File: src/rtl/hsh_pkg.sv
// Shared types, constants and the ARX round function for the HalfSipHash unit.
package hsh_pkg;

    localparam int WORD_W = 32;
    localparam int LEN_W  = 8;
    localparam int CNT_W  = 3;

    localparam logic [WORD_W-1:0] INIT_C2   = 32'h6c796765;
    localparam logic [WORD_W-1:0] INIT_C3   = 32'h74656462;
    localparam logic [LEN_W-1:0]  FINAL_XOR = 8'hff;
    localparam int                LEN_SHIFT = 24;

    localparam logic [CNT_W-1:0]  FULL_COUNT = 3'd4;

    // Configuration register indexes.
    localparam int CFG_IDX_W = 1;
    localparam logic [CFG_IDX_W-1:0] CFG_KEY_LOW  = 1'b0;
    localparam logic [CFG_IDX_W-1:0] CFG_KEY_HIGH = 1'b1;

    // Command queue between the front and the back.
    localparam int Q_DEPTH = 2;
    localparam int Q_AW    = $clog2(Q_DEPTH);

    typedef logic [WORD_W-1:0] hsh_word_t;

    // Chaining words, index 0 is v0.
    typedef logic [3:0][WORD_W-1:0] hsh_state_t;

    // One classified word. init loads the chaining words from the key first,
    // full compresses msg_word, fin compresses final_block and finalizes.
    typedef struct packed {
        logic      init;
        logic      full;
        logic      fin;
        hsh_word_t msg_word;
        hsh_word_t final_block;
    } hsh_cmd_t;

    function automatic hsh_word_t hsh_rotl(input hsh_word_t x, input int unsigned r);
        hsh_word_t res;
        res = (x << r) | (x >> (WORD_W - r));
        return res;
    endfunction

    function automatic hsh_state_t hsh_round(input hsh_state_t v);
        hsh_word_t  a;
        hsh_word_t  b;
        hsh_word_t  c;
        hsh_word_t  d;
        hsh_state_t res;
        a = v[0];
        b = v[1];
        c = v[2];
        d = v[3];
        a = a + b; b = hsh_rotl(b, 5);  b = b ^ a; a = hsh_rotl(a, 16);
        c = c + d; d = hsh_rotl(d, 8);  d = d ^ c;
        a = a + d; d = hsh_rotl(d, 7);  d = d ^ a;
        c = c + b; b = hsh_rotl(b, 13); b = b ^ c; c = hsh_rotl(c, 16);
        res[0] = a;
        res[1] = b;
        res[2] = c;
        res[3] = d;
        return res;
    endfunction

endpackage

File: src/rtl/hsh_front.sv
// Front end: accepts message words, tracks length and builds hash commands.
module hsh_front import hsh_pkg::*; (
    input  logic              aclk,
    input  logic              aresetn,
    input  logic              s_valid,
    output logic              s_ready,
    input  logic [WORD_W-1:0] s_message_word,
    input  logic [CNT_W-1:0]  s_byte_count,
    input  logic              s_last_word,
    input  logic              q_full,
    output logic              q_push,
    output hsh_cmd_t          q_cmd
);

    logic             in_msg_reg;
    logic             in_msg_next;
    logic [LEN_W-1:0] len_reg;
    logic [LEN_W-1:0] len_next;
    logic [LEN_W-1:0] len_base;
    logic [CNT_W-1:0] count_c;
    logic [1:0]       tail;
    hsh_word_t        tail_mask;

    assign s_ready = !q_full;
    assign q_push  = s_valid && s_ready;

    always_comb begin
        // Counts above four mean four.
        count_c  = (s_byte_count > FULL_COUNT) ? FULL_COUNT : s_byte_count;
        len_base = in_msg_reg ? len_reg : '0;
        tail     = (count_c == FULL_COUNT) ? 2'd0 : count_c[1:0];

        case (tail)
            2'd1:    tail_mask = 32'h0000_00ff;
            2'd2:    tail_mask = 32'h0000_ffff;
            2'd3:    tail_mask = 32'h00ff_ffff;
            default: tail_mask = 32'h0000_0000;
        endcase

        q_cmd.init     = !in_msg_reg;
        q_cmd.msg_word = s_message_word;
        if (s_last_word) begin
            len_next    = len_base + LEN_W'(count_c);
            q_cmd.full  = (count_c == FULL_COUNT);
            q_cmd.fin   = 1'b1;
            in_msg_next = 1'b0;
        end else begin
            len_next    = len_base + LEN_W'(FULL_COUNT);
            q_cmd.full  = 1'b1;
            q_cmd.fin   = 1'b0;
            in_msg_next = 1'b1;
        end
        q_cmd.final_block = {len_next, {LEN_SHIFT{1'b0}}} | (s_message_word & tail_mask);
    end

    always_ff @(posedge aclk) begin
        if (!aresetn) begin
            in_msg_reg <= 1'b0;
            len_reg    <= '0;
        end else if (q_push) begin
            in_msg_reg <= in_msg_next;
            len_reg    <= len_next;
        end
    end

endmodule

File: src/rtl/hsh_queue.sv
// Small command queue that decouples the front end from the round engine.
module hsh_queue import hsh_pkg::*; (
    input  logic     aclk,
    input  logic     aresetn,
    input  logic     push,
    input  hsh_cmd_t push_cmd,
    output logic     full,
    output logic     valid,
    input  logic     pop,
    output hsh_cmd_t pop_cmd
);

    hsh_cmd_t          mem_reg [Q_DEPTH];
    logic [Q_AW-1:0]   wr_ptr_reg;
    logic [Q_AW-1:0]   rd_ptr_reg;
    logic [Q_AW:0]     cnt_reg;
    logic [Q_AW:0]     cnt_next;

    assign full    = (cnt_reg == (Q_AW+1)'(Q_DEPTH));
    assign valid   = (cnt_reg != '0);
    assign pop_cmd = mem_reg[rd_ptr_reg];

    always_comb begin
        cnt_next = cnt_reg;
        if (push && !pop) begin
            cnt_next = cnt_reg + 1'b1;
        end else if (pop && !push) begin
            cnt_next = cnt_reg - 1'b1;
        end
    end

    always_ff @(posedge aclk) begin
        if (!aresetn) begin
            wr_ptr_reg <= '0;
            rd_ptr_reg <= '0;
            cnt_reg    <= '0;
        end else begin
            cnt_reg <= cnt_next;
            if (push) begin
                wr_ptr_reg <= wr_ptr_reg + 1'b1;
            end
            if (pop) begin
                rd_ptr_reg <= rd_ptr_reg + 1'b1;
            end
        end
    end

    always_ff @(posedge aclk) begin
        if (push) begin
            mem_reg[wr_ptr_reg] <= push_cmd;
        end
    end

endmodule

File: src/rtl/hsh_back.sv
// Round engine: one ARX round per cycle unless a held result stalls, compression, finalization and result register.
module hsh_back import hsh_pkg::*; #(
    parameter int COMPRESS_ROUNDS = 2,
    parameter int FINAL_ROUNDS    = 4
) (
    input  logic              aclk,
    input  logic              aresetn,
    input  logic [WORD_W-1:0] key_low,
    input  logic [WORD_W-1:0] key_high,
    input  logic              cmd_valid,
    input  hsh_cmd_t          cmd,
    output logic              cmd_pop,
    output logic              hash_valid,
    input  logic              hash_ready,
    output logic [WORD_W-1:0] hash_value
);

    localparam int MAX_ROUNDS = (COMPRESS_ROUNDS > FINAL_ROUNDS) ? COMPRESS_ROUNDS
                                                                  : FINAL_ROUNDS;
    localparam int RND_W = (MAX_ROUNDS > 1) ? $clog2(MAX_ROUNDS) : 1;
    localparam logic [RND_W-1:0] C_LAST = RND_W'(COMPRESS_ROUNDS - 1);
    localparam logic [RND_W-1:0] F_LAST = RND_W'(FINAL_ROUNDS - 1);

    // Phases of one command.
    localparam logic [1:0] SEG_MSG = 2'd0;
    localparam logic [1:0] SEG_BLK = 2'd1;
    localparam logic [1:0] SEG_FIN = 2'd2;

    logic             busy_reg,  busy_next;
    logic [1:0]       seg_reg,   seg_next;
    logic [RND_W-1:0] rnd_reg,   rnd_next;
    logic             hvalid_reg, hvalid_next;
    hsh_state_t       v_reg,     v_next;
    hsh_cmd_t         cmd_reg,   cmd_next;
    hsh_word_t        hash_reg,  hash_next;

    hsh_cmd_t         cur_cmd;
    logic [1:0]       cur_seg;
    logic [1:0]       adv_seg;
    logic [RND_W-1:0] cur_rnd;
    logic             active;
    logic             is_comp;
    logic             seg_last;
    logic             done;
    logic             emit;
    logic             stall;
    logic             step;
    hsh_word_t        blk_word;
    hsh_state_t       src;
    hsh_state_t       pre;
    hsh_state_t       post;

    assign hash_valid = hvalid_reg;
    assign hash_value = hash_reg;

    always_comb begin
        cur_cmd  = busy_reg ? cmd_reg : cmd;
        cur_seg  = busy_reg ? seg_reg : (cmd.full ? SEG_MSG : SEG_BLK);
        cur_rnd  = busy_reg ? rnd_reg : '0;
        active   = busy_reg || cmd_valid;
        is_comp  = (cur_seg != SEG_FIN);
        seg_last = is_comp ? (cur_rnd == C_LAST) : (cur_rnd == F_LAST);
        blk_word = (cur_seg == SEG_MSG) ? cur_cmd.msg_word : cur_cmd.final_block;
        done     = seg_last && ((cur_seg == SEG_FIN) ||
                                ((cur_seg == SEG_MSG) && !cur_cmd.fin));
        emit     = seg_last && (cur_seg == SEG_FIN);
        stall    = emit && hvalid_reg && !hash_ready;
        step     = active && !stall;
        cmd_pop  = step && !busy_reg;

        case (cur_seg)
            SEG_MSG: adv_seg = SEG_BLK;
            default: adv_seg = SEG_FIN;
        endcase

        // A new message starts from the key and the fixed constants.
        if (!busy_reg && cmd.init) begin
            src[0] = key_low;
            src[1] = key_high;
            src[2] = key_low ^ INIT_C2;
            src[3] = key_high ^ INIT_C3;
        end else begin
            src = v_reg;
        end

        pre = src;
        if (cur_rnd == '0) begin
            if (is_comp) begin
                pre[3] = src[3] ^ blk_word;
            end else begin
                pre[2] = src[2] ^ WORD_W'(FINAL_XOR);
            end
        end

        post = hsh_round(pre);
        if (seg_last && is_comp) begin
            post[0] = post[0] ^ blk_word;
        end

        busy_next = busy_reg;
        seg_next  = seg_reg;
        rnd_next  = rnd_reg;
        v_next    = v_reg;
        cmd_next  = cmd_reg;
        hash_next = hash_reg;
        if (step) begin
            v_next   = post;
            cmd_next = cur_cmd;
            if (seg_last) begin
                busy_next = !done;
                seg_next  = adv_seg;
                rnd_next  = '0;
            end else begin
                busy_next = 1'b1;
                seg_next  = cur_seg;
                rnd_next  = cur_rnd + 1'b1;
            end
            if (emit) begin
                hash_next = post[1] ^ post[3];
            end
        end
        hvalid_next = (hvalid_reg && !hash_ready) || (step && emit);
    end

    always_ff @(posedge aclk) begin
        if (!aresetn) begin
            busy_reg   <= 1'b0;
            seg_reg    <= SEG_MSG;
            rnd_reg    <= '0;
            hvalid_reg <= 1'b0;
        end else begin
            busy_reg   <= busy_next;
            seg_reg    <= seg_next;
            rnd_reg    <= rnd_next;
            hvalid_reg <= hvalid_next;
        end
    end

    always_ff @(posedge aclk) begin
        v_reg    <= v_next;
        cmd_reg  <= cmd_next;
        hash_reg <= hash_next;
    end

endmodule

File: src/rtl/halfsiphash_2_4_32bit_unit.sv
// Top level of the keyed HalfSipHash-2-4 unit with 32-bit output.
//
//  Channel   Direction  Handshake           Payload
//  s_        in         s_valid / s_ready   s_message_word, s_byte_count, s_last_word
//  m_        out        m_valid / m_ready   m_hash_value
//  cfg_      in         cfg_write_en        cfg_index, cfg_write_data
//
// A non-last word runs COMPRESS_ROUNDS rounds (two by default) on the
// single ARX round unit in the back end, which does one round per cycle
// while no held result stalls it. A last word runs COMPRESS_ROUNDS +
// FINAL_ROUNDS rounds, or 2*COMPRESS_ROUNDS + FINAL_ROUNDS when it carries four bytes.
// Reset is synchronous and active low; it empties the queue and drops any
// pending result, and the key registers return to zero.
// A stalled result only blocks the round unit at the very end of the next
// finalization; the front end keeps taking words until the queue fills.
module halfsiphash_2_4_32bit_unit import hsh_pkg::*; #(
    parameter int COMPRESS_ROUNDS = 2,
    parameter int FINAL_ROUNDS    = 4
) (
    input  logic                 aclk,
    input  logic                 aresetn,
    input  logic                 cfg_write_en,
    input  logic [CFG_IDX_W-1:0] cfg_index,
    input  logic [WORD_W-1:0]    cfg_write_data,
    input  logic                 s_valid,
    output logic                 s_ready,
    input  logic [WORD_W-1:0]    s_message_word,
    input  logic [CNT_W-1:0]     s_byte_count,
    input  logic                 s_last_word,
    output logic                 m_valid,
    input  logic                 m_ready,
    output logic [WORD_W-1:0]    m_hash_value
);

    logic [WORD_W-1:0] key_low_reg;
    logic [WORD_W-1:0] key_high_reg;

    logic     q_full;
    logic     q_push;
    hsh_cmd_t q_in_cmd;
    logic     q_valid;
    logic     q_pop;
    hsh_cmd_t q_out_cmd;

    // The key is read by the back end when a message's first word starts,
    // so a key written after that first word has started applies to the next one.
    always_ff @(posedge aclk) begin
        if (!aresetn) begin
            key_low_reg  <= '0;
            key_high_reg <= '0;
        end else if (cfg_write_en) begin
            case (cfg_index)
                CFG_KEY_LOW:  key_low_reg  <= cfg_write_data;
                CFG_KEY_HIGH: key_high_reg <= cfg_write_data;
                default: ;
            endcase
        end
    end

    // The front end classifies each word and builds the final length block.
    hsh_front u_front (
        .aclk           (aclk),
        .aresetn        (aresetn),
        .s_valid        (s_valid),
        .s_ready        (s_ready),
        .s_message_word (s_message_word),
        .s_byte_count   (s_byte_count),
        .s_last_word    (s_last_word),
        .q_full         (q_full),
        .q_push         (q_push),
        .q_cmd          (q_in_cmd)
    );

    hsh_queue u_queue (
        .aclk     (aclk),
        .aresetn  (aresetn),
        .push     (q_push),
        .push_cmd (q_in_cmd),
        .full     (q_full),
        .valid    (q_valid),
        .pop      (q_pop),
        .pop_cmd  (q_out_cmd)
    );

    // The back end runs the rounds and holds the result in its own register.
    hsh_back #(
        .COMPRESS_ROUNDS (COMPRESS_ROUNDS),
        .FINAL_ROUNDS    (FINAL_ROUNDS)
    ) u_back (
        .aclk       (aclk),
        .aresetn    (aresetn),
        .key_low    (key_low_reg),
        .key_high   (key_high_reg),
        .cmd_valid  (q_valid),
        .cmd        (q_out_cmd),
        .cmd_pop    (q_pop),
        .hash_valid (m_valid),
        .hash_ready (m_ready),
        .hash_value (m_hash_value)
    );

endmodule

File: config.mk
export PLATFORM = sky130hd
export DESIGN_NAME = halfsiphash_2_4_32bit_unit
export DESIGN_NICKNAME = d
export VERILOG_FILES = /design/src/rtl/hsh_pkg.sv /design/src/rtl/hsh_front.sv /design/src/rtl/hsh_queue.sv /design/src/rtl/hsh_back.sv /design/src/rtl/halfsiphash_2_4_32bit_unit.sv
export SDC_FILE = /design/constraint.sdc
export NUM_CORES = 1
export LEC_CHECK = 0
export BUFFER_PORTS_ARGS = -buffer_cell sky130_fd_sc_hd__buf_2
export CORE_MARGIN = 2
export CORE_UTILIZATION = 67
export DETAILED_ROUTE_END_ITERATION = 7
export GPL_TIMING_DRIVEN = 1
export PLACE_DENSITY = 0.86
export SYNTH_ARGS = -nofsm -noshare
export SYNTH_HDL_FRONTEND = slang
export SYNTH_SLANG_ARGS = --single-unit
export TNS_END_PERCENT = 100
File: constraint.sdc
create_clock -name aclk -period 17.02 [get_ports aclk]
set_input_delay 1.702 -clock aclk [delete_from_list [all_inputs] [get_ports aclk]]
set_output_delay 1.702 -clock aclk [all_outputs]
set_load 0.02 [all_outputs]
==> metrics, run 1 <==
Seq. cell area 12,470 um^2; Ys Warns 0; RSZ-0062 raised after global routing false; max-capacitance violation count 0; count of state elements after synthesis 443; initial DRC count 3,428; FILL cells 2,571; Worst Hold Depth 2; R2R cell count 23; IO Port Bufs 107; vias per cell around 6.8; # DRC 0; Final period util 0.5363; deepest clock path buffer count 3; CTS Buf Count 45; first-pass GRT wire length 134.9 mm; CTS tree built; Post-CTS Resized 0; Compound-Gate Fraction of Synth Area 0.1364; Max-slew headroom 0.1184; dpl hpwl 70.56 mm; CTS Sinks 443; Root Driver clkbuf_16; status completed; Post-CTS Setup Bufs 0; TritonRoute pass-1 iters 8; total wire length 94.02 mm; fin. max-slew vios 0; critical path type flop to flop; synthesized cell area 26,710 um^2; CP Data Required Time 17,320 ps; global placement routability congestion 1.114; Multi-input gate area 13,540 um^2; fraction of registers with async set or reset after synthesis 0; Fmax about 0.11 GHz; cells after synthesis 2,584; worst-skew pair later-pin latency 600 ps; Yosys top cell area share 0.4036; die height 203.7 um; global route overflow 0; CP Launch Type flop; Initial Util 0.6754; Period minus WS final 9128 ps; layout cells sized above 1 0.09725; synth-to-layout area growth 9.111%; setup TNS 0 ps; Core ar. 39,550 um^2; sequential fraction of the synthesis area 0.4666; Fin. Hold Viols 0; synthesized area per cell between 10 and 15 um^2; Post-Synth Adder-Cell Area 0.06464; nature of the critical path endpoint flop; Arr. time, crit path roughly 9400 ps; number of global-route vias before repair 20,790; worst slew pin tran roughly 1300 ps; post-synth top area cell edfxtp_1; EDFF count, synth between 300 and 400; Post-layout nets about 2,900; H-tree depth 2; GRT Total Usage 0.4515; Die X 203.7 um; fraction of synthesized area in multiplexers 0.05406; routed len/inst slightly below 30 um; Synth top cells by count nand2_1 (499), edfxtp_1 (359), xnor2_1 (179), xor2_1 (169), o21ai_0 (149); most common cell in the synthesized netlist nand2_1; Worst-path clk slew 70 ps; syn_nets roughly 2,800; worst-path fanout max 53; main combinational cell family by area after synthesis compound AO/OA/AOI/OAI gates; largest net degree at the start of global routing 85; synth unique cells between 80 and 90; DR vias 21,820; initial antenna violation count 4; hold crit path type flop to flop; Worst Skew 34.80 ps; I/O pins about 110; # rows 73; xor/xnor cell area share of the yosys netlist 0.1274; Simple-Gate Fraction of Synth Area 0.1235; DRT antenna net count 0; Die Area roughly 41,000 um^2; count of final setup violators 0; number of flip-flops in the largest register 134; Post-CTS Hold Fix Bufs 0; Synth area leaders edfxtp_1 (40%), nand2_1 (7.0%), dfxtp_1 (6.3%), ha_1 (6.1%), xnor2_1 (5.9%); Most used DFF post-synth edfxtp_1
[area by class of cell]
| type | instances | area share |
|---|---|---|
| Sequential cell | 443 | 0.4279 |
| Tap cell | 525 | 0.02254 |
| Antenna cell | 2 | 0.0001717 |
| Multi-Input combinational cell | 1968 | 0.4646 |
| Inverter | 70 | 0.009187 |
| Clock buffer | 62 | 0.04473 |
| Clock inverter | 22 | 0.006826 |
| Timing Repair Buffer | 129 | 0.02404 |
[metal layers]
metal  routed length, um  share of wire  global-route usage  vias up
met1               34900           0.37              0.6032    10410
met2               40700           0.43              0.6806     1722
met5                  12        0.00013                   0        -
met3               11500           0.12             0.09332      365
met4                6908          0.073              0.2748        2
li1                    -              -                   -     9317
[logic make-up after synthesis]
family                   after synthesis
adder cells (fa/ha/maj)              135
AND/OR/NAND/NOR                      760
XOR/XNOR                             364
AO/OA/AOI/OAI                        569
flip-flops                           443
multiplexers                         140
buffers and inverters                173
[final timing paths]
check,from,end,slack [ps]
min,key_low_reg[17],key_low_reg[17],480
max reg2reg,flop,u_back.hash_value[23],7890
max,flop,u_back.hash_value[23],7890
min reg2reg,key_low_reg[17],key_low_reg[17],480
[metrics by stage]
stage          instances  hold slack (ps)  setup slack, ps  utilization  instance area [um^2]
6_report            3221            477.5             7892       0.7369                 29140
5_1_grt             3219            491.3             7515       0.7368                 29140
3_5_place_dp        3135            466.6             8305       0.6988                 27640
2_1_floorplan       2584            443.5             9627            -                 26710
3_3_place_gp        3135            452.0             8288       0.6988                 27640
4_1_cts             3219            474.9             8210       0.7368                 29140
[placed cells by master (no fill, tap or decap), drive strengths merged, types with 18 or more instances in the layout]
| cell type | count |
|---|---|
| mux2i | 106 |
| dfxtp | 84 |
| and3 | 24 |
| edfxtp | 359 |
| inv | 73 |
| o21a | 22 |
| o21bai | 18 |
| nor2b | 30 |
| nand2 | 499 |
| xnor2 | 181 |
| and2 | 19 |
| nand3 | 22 |
| o21ai | 162 |
| nor2 | 83 |
| a21boi | 80 |
| xor2 | 169 |
| a21oi | 141 |
| clkbuf | 62 |
| mux2 | 34 |
| a21o | 55 |
| buf | 129 |
| ha | 130 |
[critical path, stage by stage, from the launching register on]
cell and delay [ps]:
dfxtp_4 520, buf_4 770, a211oi_1 200, nand2b_1 350, buf_4 360, mux2_2 400, nand2_1 110, xor2_1 650
ha_1 400, a21oi_1 310, nor4b_2 140, o21ai_0 340, nand2_1 140, xor2_1 570, xor2_1 550, ha_1 400
and3_1 280, o211ai_1 140, a211oi_1 270, nor3_1 160, a31o_2 320, xnor2_1 480, xor2_1 470, xor3_1 430
Power of run 1 is not shown: default switching activity piles up to over one toggle a cycle in this logic, so the estimate is an artifact.
==> run 2, diff against run 1 <==
- CORE_UTILIZATION: 67 -> 63
- PLACE_DENSITY: 0.86 -> 0.81
- clock period: 17.02 -> 9 ns (I/O delays scaled with it)
==> metrics, run 2 (synthesized netlist as in run 1, its figures left out) <==
status completed; largest net degree at the start of global routing 129; global placement routability congestion about 1.2; Final period util 0.9253; initial DRC count 3,153; count of final setup violators 0; max-capacitance violation count 0; Cells after DPL 3,162; placed inst area about 28,000 um^2; number of global-route vias before repair approximately 20,000; fin. max-slew vios 0; Period minus WS final 8327 ps; Hold Crit Start key_low_reg[28]; Critical Path Max Stage Delay 630 ps; hold crit path type flop to flop; IO Port Bufs 107; I/O pins ~110; CP Data Required Time 9350 ps; Post-CTS Setup Bufs 0; most frequent cells in the layout nand2_1 (499), edfxtp_1 (359), xnor2_1 (179); Die Area 44,060 um^2; CTS Buf Count 46; Arr. time, crit path around 8700 ps; layout cells sized above 1 0.1008; CTS tree built; H-tree depth 2; Fmax roughly 0.12 GHz; deepest clock path buffer count 3; critical path type flop to flop; R2R Setup Slk 670 ps; most common cell after layout, fill and taps aside nand2_1; Post-layout nets 2,880; global route overflow 0; worst-path fanout max 21; die height about 210 um; initial antenna violation count 2; Worst Hold Depth 2; dpl hpwl 69.82 mm; Root Driver clkbuf_16; worst slew pin tran 1201 ps; R2R cell count 27; Die X 209.9 um; routed len/inst between 20 and 30 um; Finished Layout Cells 3,249; CP Launch Type flop; Worst-path clk slew 60 ps; DR vias roughly 21,000; Post-CTS Hold Fix Bufs 0; first-pass GRT wire length roughly 130 mm; setup TNS 0 ps; CP top delay family compound AO/OA/AOI/OAI gates; Post-CTS Resized 0; RR Endpoint u_back.hash_value[31]; CP bufs+invs 1; GRT Total Usage 0.4069; CTS Sinks 443; Min-Delay Endpoint key_low_reg[28]; synth-to-layout area growth 9.678%; Crit-path slowest cell xor2_1; vias per cell roughly 6.5; number of flip-flops in the largest register 134; Core ar. 41,850 um^2; # DRC 0; total wire length slightly below 90 mm; final non-filler cell area 29,300 um^2; TritonRoute pass-1 iters 6; Fin. Hold Viols 0; nature of the critical path endpoint flop; hold slack 467.8 ps; Initial Util 0.6382; RSZ-0062 raised after global routing false; Max-slew headroom 0.1994; DRT antenna net count 0; Worst Skew 41.20 ps; # rows 75; worst-skew pair later-pin latency 620 ps
## run 2: cell types whose count changed in the layout (fill, tap and decap cells not counted), sizes merged
cell / previous run / this run
buf: 129 / 142
clkbuf: 62 / 70
clkinv: 16 / 11
diode: 2 / 1
inv: 73 / 72
## run 2: routing by layer
layer	vias up	GRT usage	wire length, um
li1	9339	-	-
met1	10070	0.5498	34680
met2	1280	0.6079	38480
met3	262	0.09906	10610
met4	4	0.2221	5697
met5	-	0	23
## run 2: worst max-delay path by stage
stage          startpoint                    end  slack (ps)  cells past startpoint
2_1_floorplan        flop  u_back.hash_value[30]        1610                     35
3_3_place_gp         flop  u_back.hash_value[30]        1120                     23
3_5_place_dp         flop  u_back.hash_value[30]        1000                     27
4_1_cts              flop  u_back.hash_value[31]         910                     27
5_1_grt              flop  u_back.hash_value[30]         200                     27
6_report             flop  u_back.hash_value[31]         670                     27
## run 2: worst register-to-register path: cells and delay by family, from the launching register on
family / cells / cell delay [ps]
compound gates: 10 / 2330
xor+xnor: 7 / 2300
fa+ha+maj: 2 / 920
buf+inv: 1 / 280
flops: 1 / 580
mux: 1 / 400
simple gates: 6 / 1290
## run 2: layout make-up
cell class,count,area [um^2]
clock inverters,16,157.7
inverters,70,270.3
clock buffers,70,1365
diodes,1,2.502
repair buffers,142,810.8
fillers,3090,12560
flip-flops and latches,443,12470
multi-input cells,1968,13550
well taps,539,674.4
## run 2: metrics by stage
stage	worst slack [ps]	utilization
finish	672.6	0.7000
global route	201.4	0.6999
CTS	906.5	0.6999
detailed placement	996.8	0.6635
global placement	1119	0.6635
floorplan	1607	-
Power of run 2 is left out for the same reason.
